$ cat config.mk
export PLATFORM = sky130hd
export DESIGN_NAME = sorted_priority_queue_top
export DESIGN_NICKNAME = d
export VERILOG_FILES = /design/src/spq_pkg.sv /design/src/sorted_priority_queue_top.sv /design/src/spq_cell.sv
export SDC_FILE = /design/constraint.sdc
export NUM_CORES = 2
export LEC_CHECK = 0
export BUFFER_PORTS_ARGS = -buffer_cell sky130_fd_sc_hd__buf_4
export CORE_MARGIN = 10
export CORE_UTILIZATION = 45
export CTS_CLUSTER_DIAMETER = 150
export DETAILED_ROUTE_END_ITERATION = 16
export GPL_ROUTABILITY_DRIVEN = 0
export GPL_TIMING_DRIVEN = 0
export HOLD_SLACK_MARGIN = 0.1
export PLACE_DENSITY = 0.62
export SYNTH_ARGS = -nofsm -noshare
export SYNTH_HDL_FRONTEND = slang
export SYNTH_SLANG_ARGS = --single-unit
$ cat constraint.sdc
create_clock -name clk -period 6.8 [get_ports clk]
set_input_delay 1.02 -clock clk [delete_from_list [all_inputs] [get_ports clk]]
set_output_delay 1.02 -clock clk [all_outputs]
set_load 0.01 [all_outputs]
$ cat src/spq_pkg.sv
// Shared types, codes and sizes for the sorted priority queue.
package spq_pkg;

  localparam int CAPACITY = 16;
  localparam int COUNT_W  = $clog2(CAPACITY + 1);
  localparam int VALUE_W  = 32;
  localparam int PRIO_W   = 8;

  localparam logic [1:0] FN_INSERT = 2'd0;
  localparam logic [1:0] FN_REMOVE = 2'd1;
  localparam logic [1:0] FN_LOOK   = 2'd2;

  localparam logic [1:0] ST_OK    = 2'd0;
  localparam logic [1:0] ST_EMPTY = 2'd1;
  localparam logic [1:0] ST_FULL  = 2'd2;

  typedef enum logic [1:0] {
    OP_HOLD,
    OP_INSERT,
    OP_REMOVE
  } cell_op_t;

  typedef struct packed {
    logic [1:0]                func;
    logic signed [VALUE_W-1:0] item_value;
    logic [PRIO_W-1:0]         item_priority;
  } req_t;

  typedef struct packed {
    logic signed [VALUE_W-1:0] front_value;
    logic [1:0]                status;
    logic [COUNT_W-1:0]        entry_count;
  } rsp_t;

  typedef struct packed {
    logic                      valid;
    logic [PRIO_W-1:0]         prio;
    logic signed [VALUE_W-1:0] value;
  } entry_t;

  // Command broadcast to every cell of the chain.
  typedef struct packed {
    cell_op_t op;
    entry_t   item;
  } cell_cmd_t;

endpackage

$ cat src/sorted_priority_queue_top.sv
// Top level of the sorted priority queue: cell chain, entry counter and result register.
// A result beat is registered and appears in the cycle after its request beat is accepted.
// One request per cycle; the whole chain of cells shifts at once for an insert or a
// remove, so the only limit is the result register draining downstream.
// Reset clears the entry count, the valid bit of every cell and the result valid;
// stored values and priorities are not cleared and are never read while unoccupied.
module sorted_priority_queue_top (
  input  logic          clk,
  input  logic          rst,
  input  logic          req_valid,
  output logic          req_stall,
  input  spq_pkg::req_t req,
  output logic          rsp_valid,
  input  logic          rsp_stall,
  output spq_pkg::rsp_t rsp
);

  localparam int N = spq_pkg::CAPACITY;

  // Occupancy counter; it always equals the number of valid cells.
  logic [spq_pkg::COUNT_W-1:0] count;
  logic [spq_pkg::COUNT_W-1:0] count_next;

  logic req_accept;
  logic is_full;
  logic is_empty;

  spq_pkg::cell_cmd_t cmd;
  spq_pkg::rsp_t      rsp_next;
  logic               rsp_valid_next;

  spq_pkg::entry_t entry      [N];
  spq_pkg::entry_t entry_next [N];
  logic            ahead      [N];
  logic [N-1:0]    valid_vec;

  // The result register is the only stage, so a new request is taken whenever that
  // register is empty or its beat is leaving in this cycle.
  assign req_stall  = rsp_valid && rsp_stall;
  assign req_accept = req_valid && !req_stall;

  assign is_full  = (count == spq_pkg::COUNT_W'(N));
  assign is_empty = (count == '0);

  // Decode the request into one command that every cell sees. Refused inserts and
  // removes on an empty queue leave the chain as it is.
  always_comb begin
    cmd.op         = spq_pkg::OP_HOLD;
    cmd.item.valid = 1'b1;
    cmd.item.prio  = req.item_priority;
    cmd.item.value = req.item_value;
    count_next     = count;
    rsp_next.status = spq_pkg::ST_OK;
    case (req.func)
      spq_pkg::FN_INSERT: begin
        if (is_full) begin
          rsp_next.status = spq_pkg::ST_FULL;
        end else begin
          cmd.op     = spq_pkg::OP_INSERT;
          count_next = count + spq_pkg::COUNT_W'(1);
        end
      end
      spq_pkg::FN_REMOVE: begin
        if (is_empty) begin
          rsp_next.status = spq_pkg::ST_EMPTY;
        end else begin
          cmd.op     = spq_pkg::OP_REMOVE;
          count_next = count - spq_pkg::COUNT_W'(1);
        end
      end
      default: begin
        // A look, and the unused code, only report the front.
        if (is_empty) begin
          rsp_next.status = spq_pkg::ST_EMPTY;
        end
      end
    endcase
    if (!req_accept) begin
      cmd.op     = spq_pkg::OP_HOLD;
      count_next = count;
    end
    // The front after this request is whatever the first cell is about to hold.
    rsp_next.front_value = entry_next[0].valid ? entry_next[0].value
                                               : -32'sd1;
    rsp_next.entry_count = count_next;
  end

  // The chain: each cell sees its left neighbor for an insert shift and its right
  // neighbor for a remove shift. The first cell has no left neighbor ahead of the
  // new item, and the last cell pulls in an empty slot on a remove.
  genvar i;
  generate
    for (i = 0; i < N; i++) begin : g_cell
      spq_pkg::entry_t left_e;
      spq_pkg::entry_t right_e;
      logic            left_a;

      if (i == 0) begin : g_first
        assign left_e = cmd.item;
        assign left_a = 1'b0;
      end else begin : g_mid
        assign left_e = entry[i-1];
        assign left_a = ahead[i-1];
      end

      if (i == N - 1) begin : g_last
        always_comb begin
          right_e       = entry[i];
          right_e.valid = 1'b0;
        end
      end else begin : g_inner
        assign right_e = entry[i+1];
      end

      spq_cell u_cell (
        .clk         (clk),
        .rst         (rst),
        .cmd         (cmd),
        .left_entry  (left_e),
        .left_ahead  (left_a),
        .right_entry (right_e),
        .entry       (entry[i]),
        .entry_next  (entry_next[i]),
        .ahead       (ahead[i])
      );

      assign valid_vec[i] = entry[i].valid;
    end
  endgenerate

  // A result beat is loaded on every accepted request and held while stalled.
  always_comb begin
    if (req_accept) begin
      rsp_valid_next = 1'b1;
    end else if (rsp_stall) begin
      rsp_valid_next = rsp_valid;
    end else begin
      rsp_valid_next = 1'b0;
    end
  end

  always_ff @(posedge clk) begin
    if (rst) begin
      count     <= '0;
      rsp_valid <= 1'b0;
    end else begin
      count     <= count_next;
      rsp_valid <= rsp_valid_next;
    end
  end

  always_ff @(posedge clk) begin
    if (req_accept) begin
      rsp <= rsp_next;
    end
  end

  // Occupied cells always form an unbroken run starting at the front of the chain.
  logic [N:0] valid_run;
  assign valid_run = {1'b0, valid_vec} + (N+1)'(1);

  a_count_matches_cells: assert property (@(posedge clk) disable iff (rst)
    $countones(valid_vec) == 32'(count))
    else $error("entry count differs from number of occupied cells");

  a_cells_contiguous: assert property (@(posedge clk) disable iff (rst)
    $onehot(valid_run))
    else $error("occupied cells are not contiguous from the front");

  a_full_refusal: assert property (@(posedge clk) disable iff (rst)
    rsp_valid && (rsp.status == spq_pkg::ST_FULL) |->
      rsp.entry_count == spq_pkg::COUNT_W'(N))
    else $error("insert refused while the queue was not full");

  a_empty_front: assert property (@(posedge clk) disable iff (rst)
    req_accept && (count_next == '0) |=> rsp.front_value == -32'sd1)
    else $error("empty queue reported a front value");

  generate
    for (i = 0; i < N - 1; i++) begin : g_order_chk
      a_sorted: assert property (@(posedge clk) disable iff (rst)
        entry[i+1].valid |->
          (entry[i].prio > entry[i+1].prio) ||
          ((entry[i].prio == entry[i+1].prio) &&
           !(entry[i].value < entry[i+1].value)))
        else $error("adjacent cells out of order");
    end
  endgenerate

endmodule

$ cat src/spq_cell.sv
// One storage cell of the sorted chain: holds an entry, shifts with its neighbors.
module spq_cell (
  input  logic               clk,
  input  logic               rst,
  input  spq_pkg::cell_cmd_t cmd,
  input  spq_pkg::entry_t    left_entry,
  input  logic               left_ahead,
  input  spq_pkg::entry_t    right_entry,
  output spq_pkg::entry_t    entry,
  output spq_pkg::entry_t    entry_next,
  output logic               ahead
);

  spq_pkg::entry_t q;

  // The new item belongs ahead of this cell when the cell is empty, holds a lower
  // priority, or holds an equal priority with a value that is not greater.
  always_comb begin
    ahead = !q.valid || (q.prio < cmd.item.prio) ||
            ((q.prio == cmd.item.prio) && !(q.value > cmd.item.value));
  end

  always_comb begin
    entry_next = q;
    case (cmd.op)
      spq_pkg::OP_INSERT: begin
        if (ahead) begin
          entry_next = left_ahead ? left_entry : cmd.item;
        end
      end
      spq_pkg::OP_REMOVE: begin
        entry_next = right_entry;
      end
      default: begin
        entry_next = q;
      end
    endcase
  end

  always_ff @(posedge clk) begin
    if (rst) begin
      q.valid <= 1'b0;
    end else begin
      q <= entry_next;
    end
  end

  assign entry = q;

endmodule

==> results.md <==
- Result of the run: complete, but fails checks
- Violations in the final reports: capacitance limit, slew limit, setup timing
- Top-level I/O count: 87
- Detailed-route wire length: 205000 microns
- Global-route usage over all layers: 0.299
- Synthesized netlist net count: 6090
- Die span in x: 362 microns
- Buffers on Ports: 77
- Final ANT Viol Nets: 0
- H-tree levels: 3
- Count leader, synth: sky130_fd_sc_hd__edfxtp_1
- Count of synthesis-stage warnings from yosys: 0
- Gr ovfl total: 0
- Worst supply voltage drop on vdd: 0.000174 V
- Data required time of the worst path: 7.20 ns
- Postcts setup bufs: 0
- Setup-failing EPs final: 1
- Post-Syn Area per Cell: 9.72 sq um
- Register area: 20800 sq um
- Number of failing hold endpoints at the final stage: 0
- Most instantiated cells after synthesis: sky130_fd_sc_hd__edfxtp_1 (679), sky130_fd_sc_hd__ha_1 (644), sky130_fd_sc_hd__nand2_1 (549), sky130_fd_sc_hd__clkbuf_1 (368), sky130_fd_sc_hd__o21ai_0 (301)
- Global-route wire length before repair: 294000 microns
- PwrDens: 194 nW/um^2
- Critical path launch point type: register
- Area fraction in compound gates after synthesis: 0.215
- Max-slew violation count: 27
- Number of vias after detailed routing: 47700
- Footprint of the multi-input gates: 29000 sq um
- Fraction of synthesized area in multiplexers: 0.0399
- Synth Flop Type: sky130_fd_sc_hd__edfxtp_1
- Netlist area before placement: 52500 sq um
- Total clock buffers created by CTS: 85
- Register bit count reported by yosys: 701
- Worst reg2reg setup slack: -0.01 ns
- Core outline area: 116000 sq um
- Pin count of the biggest net entering global routing: 42
- Row count: 125
- Antenna violations before repair: 2
- Worst clock skew: 0.0364 ns
- Die ar.: 131000 sq um
- Part of the cycle the worst path needs: 1.00
- Post-layout nets: 6270
- Area fraction in and, or, nand and nor cells after synthesis: 0.142
- Clock Latency Late Sink: 0.70 ns
- CP Launch Point: count[0]
- Number of buffers between clock root and the deepest sink: 3
- Shortest clock period the worst path allows after layout: 6.81 ns
- Worst setup path endpoint: g_cell[14].u_cell.entry[38]
- Leakage power total: 21.7 nW
- Starting utilization of the core area: 0.452
- Critical path arrival: 7.21 ns
- Dominant combinational cell family by area after synthesis: compound AO/OA/AOI/OAI gates
- Final routed DRC violation total: 0
- Final setup slack of the worst path: -0.0117 ns
- Number of distinct library cells after synthesis: 78
- Setup repair after global routing missed its margin: false
- Launch point of the worst reg-to-reg path: count[0]
- Filler instances: 10900
- Count of max-cap constraint violations: 4
- Post-synth EDFFs: 679
- Non-filler cells, final: 7175
- TritonCTS Sinks: 701
- Initial DRC Count: 5927
- Proportion of register bits with asynchronous set or reset after synthesis: 0
- Via count of the first global-routing pass: 46200
- Fraction of layout cells with a size suffix above 1: 0.0727
- Synth area leaders: sky130_fd_sc_hd__edfxtp_1 (39%), sky130_fd_sc_hd__ha_1 (15%), sky130_fd_sc_hd__nand2_1 (3.9%)
- First-pass DRT Iterations: 8
- DIE HEIGHT: 362 microns
- Clock tree from TritonCTS: built
- Type of the tightest min-delay check: register to register
- Area leader, netlist: sky130_fd_sc_hd__edfxtp_1
- Hold path startpoint: count[3]
- Capturing element type of the critical path: register
- Critical Path Fanout Max: 10
- Max transition margin: -0.0445
- Max Fclk: 147 MHz
- Clock transition time at the flip-flop clock pins of the worst setup and hold paths: 0.06 ns
- Area overhead of the layout relative to synthesis: 11.3%
- Worst Max-Slew Pin Slew: 1.57 ns
- Sum of internal, switching and leakage power: 11.3 mW
- Xor and xnor fraction of the mapped netlist area: 0.000334
- Placed wire-length estimate: 167000 microns
- Root Driver: sky130_fd_sc_hd__clkbuf_16
- Number of cells traversed by the worst register-to-register path: 13
- Area share of fa/ha/maj cells after synthesis: 0.153
- Kind of critical path: register to register
- Per-cell via count in the routed design: 6.65
- Cells after DPL: 7018
- Share of the yosys chip area belonging to registers: 0.397
- Avg WL per Cell: 28.5 microns
- Share of the synthesized area in the top cell type: 0.388
- RR Endpoint: g_cell[14].u_cell.entry[38]
- Gate count of the mapped netlist: 5400
-- how the worst min path moves through the flow --
| stage | cells past startpoint | end | slack, ns |
|---|---|---|---|
| after floorplan | 2 | g_cell[15].u_cell.entry[40] | 0.49 |
| after global placement | 1 | count[3] | 0.54 |
| after detailed placement | 2 | g_cell[14].u_cell.entry[16] | 0.55 |
| after CTS | 2 | rsp_valid | 0.53 |
| after global routing | 2 | rsp_valid | 0.55 |
| final | 1 | count[3] | 0.56 |
-- cells by family after synthesis --
group | Yosys count
flops | 701
compound gates | 1573
fa+ha+maj | 644
mux | 204
buf+inv | 717
simple gates | 1559
xor+xnor | 2
-- power by group --
group	switching (mW)	total (mW)	internal [mW]	leakage, nW
sequential	0.115	4.99	4.88	6.30
combinational	0.990	1.50	0.509	14.0
clock	2.04	4.85	2.81	1.39
total	3.15	11.3	8.19	21.7
-- layer usage --
layer  vias up  GRT usage  share of wire
li1      21300          -              -
met1     22900      0.380           0.39
met2      2847      0.464           0.43
met3       578     0.0648           0.11
met4         2      0.177          0.066
met5         -          0       0.000059
-- metrics by stage --
stage / TNS (ns) / worst slack, ns / hold WS, ns / utilization / cell area [sq um]
2_1_floorplan: 0 / 0.662 / 0.489 / - / 52500
3_3_place_gp: -838.81 / -2.29 / 0.537 / 0.474 / 55000
3_5_place_dp: 0 / 0.0257 / 0.548 / 0.479 / 55600
4_1_cts: 0 / 0.264 / 0.532 / 0.503 / 58400
5_1_grt: 0 / 0.0514 / 0.554 / 0.504 / 58400
6_report: -0.0117 / -0.0117 / 0.560 / 0.504 / 58400
-- placed cells by master, fill, tap and decap left out, drive strengths merged, types with 129 or more instances in the layout --
cell    count
o311ai    165
o31ai     165
o21ai     306
inv       298
nand3     243
nor2      230
a21oi     229
clkbuf    473
edfxtp    679
mux2i     162
nand2     549
nand4     129
buf       148
ha        644
-- repair_timing --
action,4_1_cts,5_1_grt
hold endpoints to repair,0,0
setup endpoints to repair,0,28
gates resized for setup,0,4
hold buffers,0,0
-- flip-flops by register name, summed over array words and instances (netlist names) --
| name | cells |
|---|---|
| rsp | 39 |
| g_cell.u_cell.entry | 656 |
| rsp_valid | 1 |
| count | 5 |
-- cell type report --
class	count	area share
antenna	1	0.0000428
buffer	421	0.0288
clock buffer	108	0.0393
clock inverter	49	0.00925
inverter	295	0.0189
multi-input combinational	3982	0.497
sequential	701	0.356
tap	1524	0.0326
timing repair buffer	94	0.0177
-- worst max-delay path, stage by stage, from the launching register on --
cell and delay (ns):
sky130_fd_sc_hd__dfxtp_1 0.42, sky130_fd_sc_hd__inv_1 0.11, sky130_fd_sc_hd__ha_1 0.24, sky130_fd_sc_hd__nor3b_1 0.17, sky130_fd_sc_hd__nand2_1 0.15, sky130_fd_sc_hd__nand3b_1 0.19
sky130_fd_sc_hd__or2_2 0.35, sky130_fd_sc_hd__inv_1 0.07, sky130_fd_sc_hd__ha_1 0.89, sky130_fd_sc_hd__clkdlybuf4s15_1 1.03, sky130_fd_sc_hd__clkbuf_1 0.66, sky130_fd_sc_hd__clkbuf_1 0.94
sky130_fd_sc_hd__clkdlybuf4s15_1 1.04, sky130_fd_sc_hd__o21ai_0 0.22
Note: power is estimated with default switching activity, not from simulation.
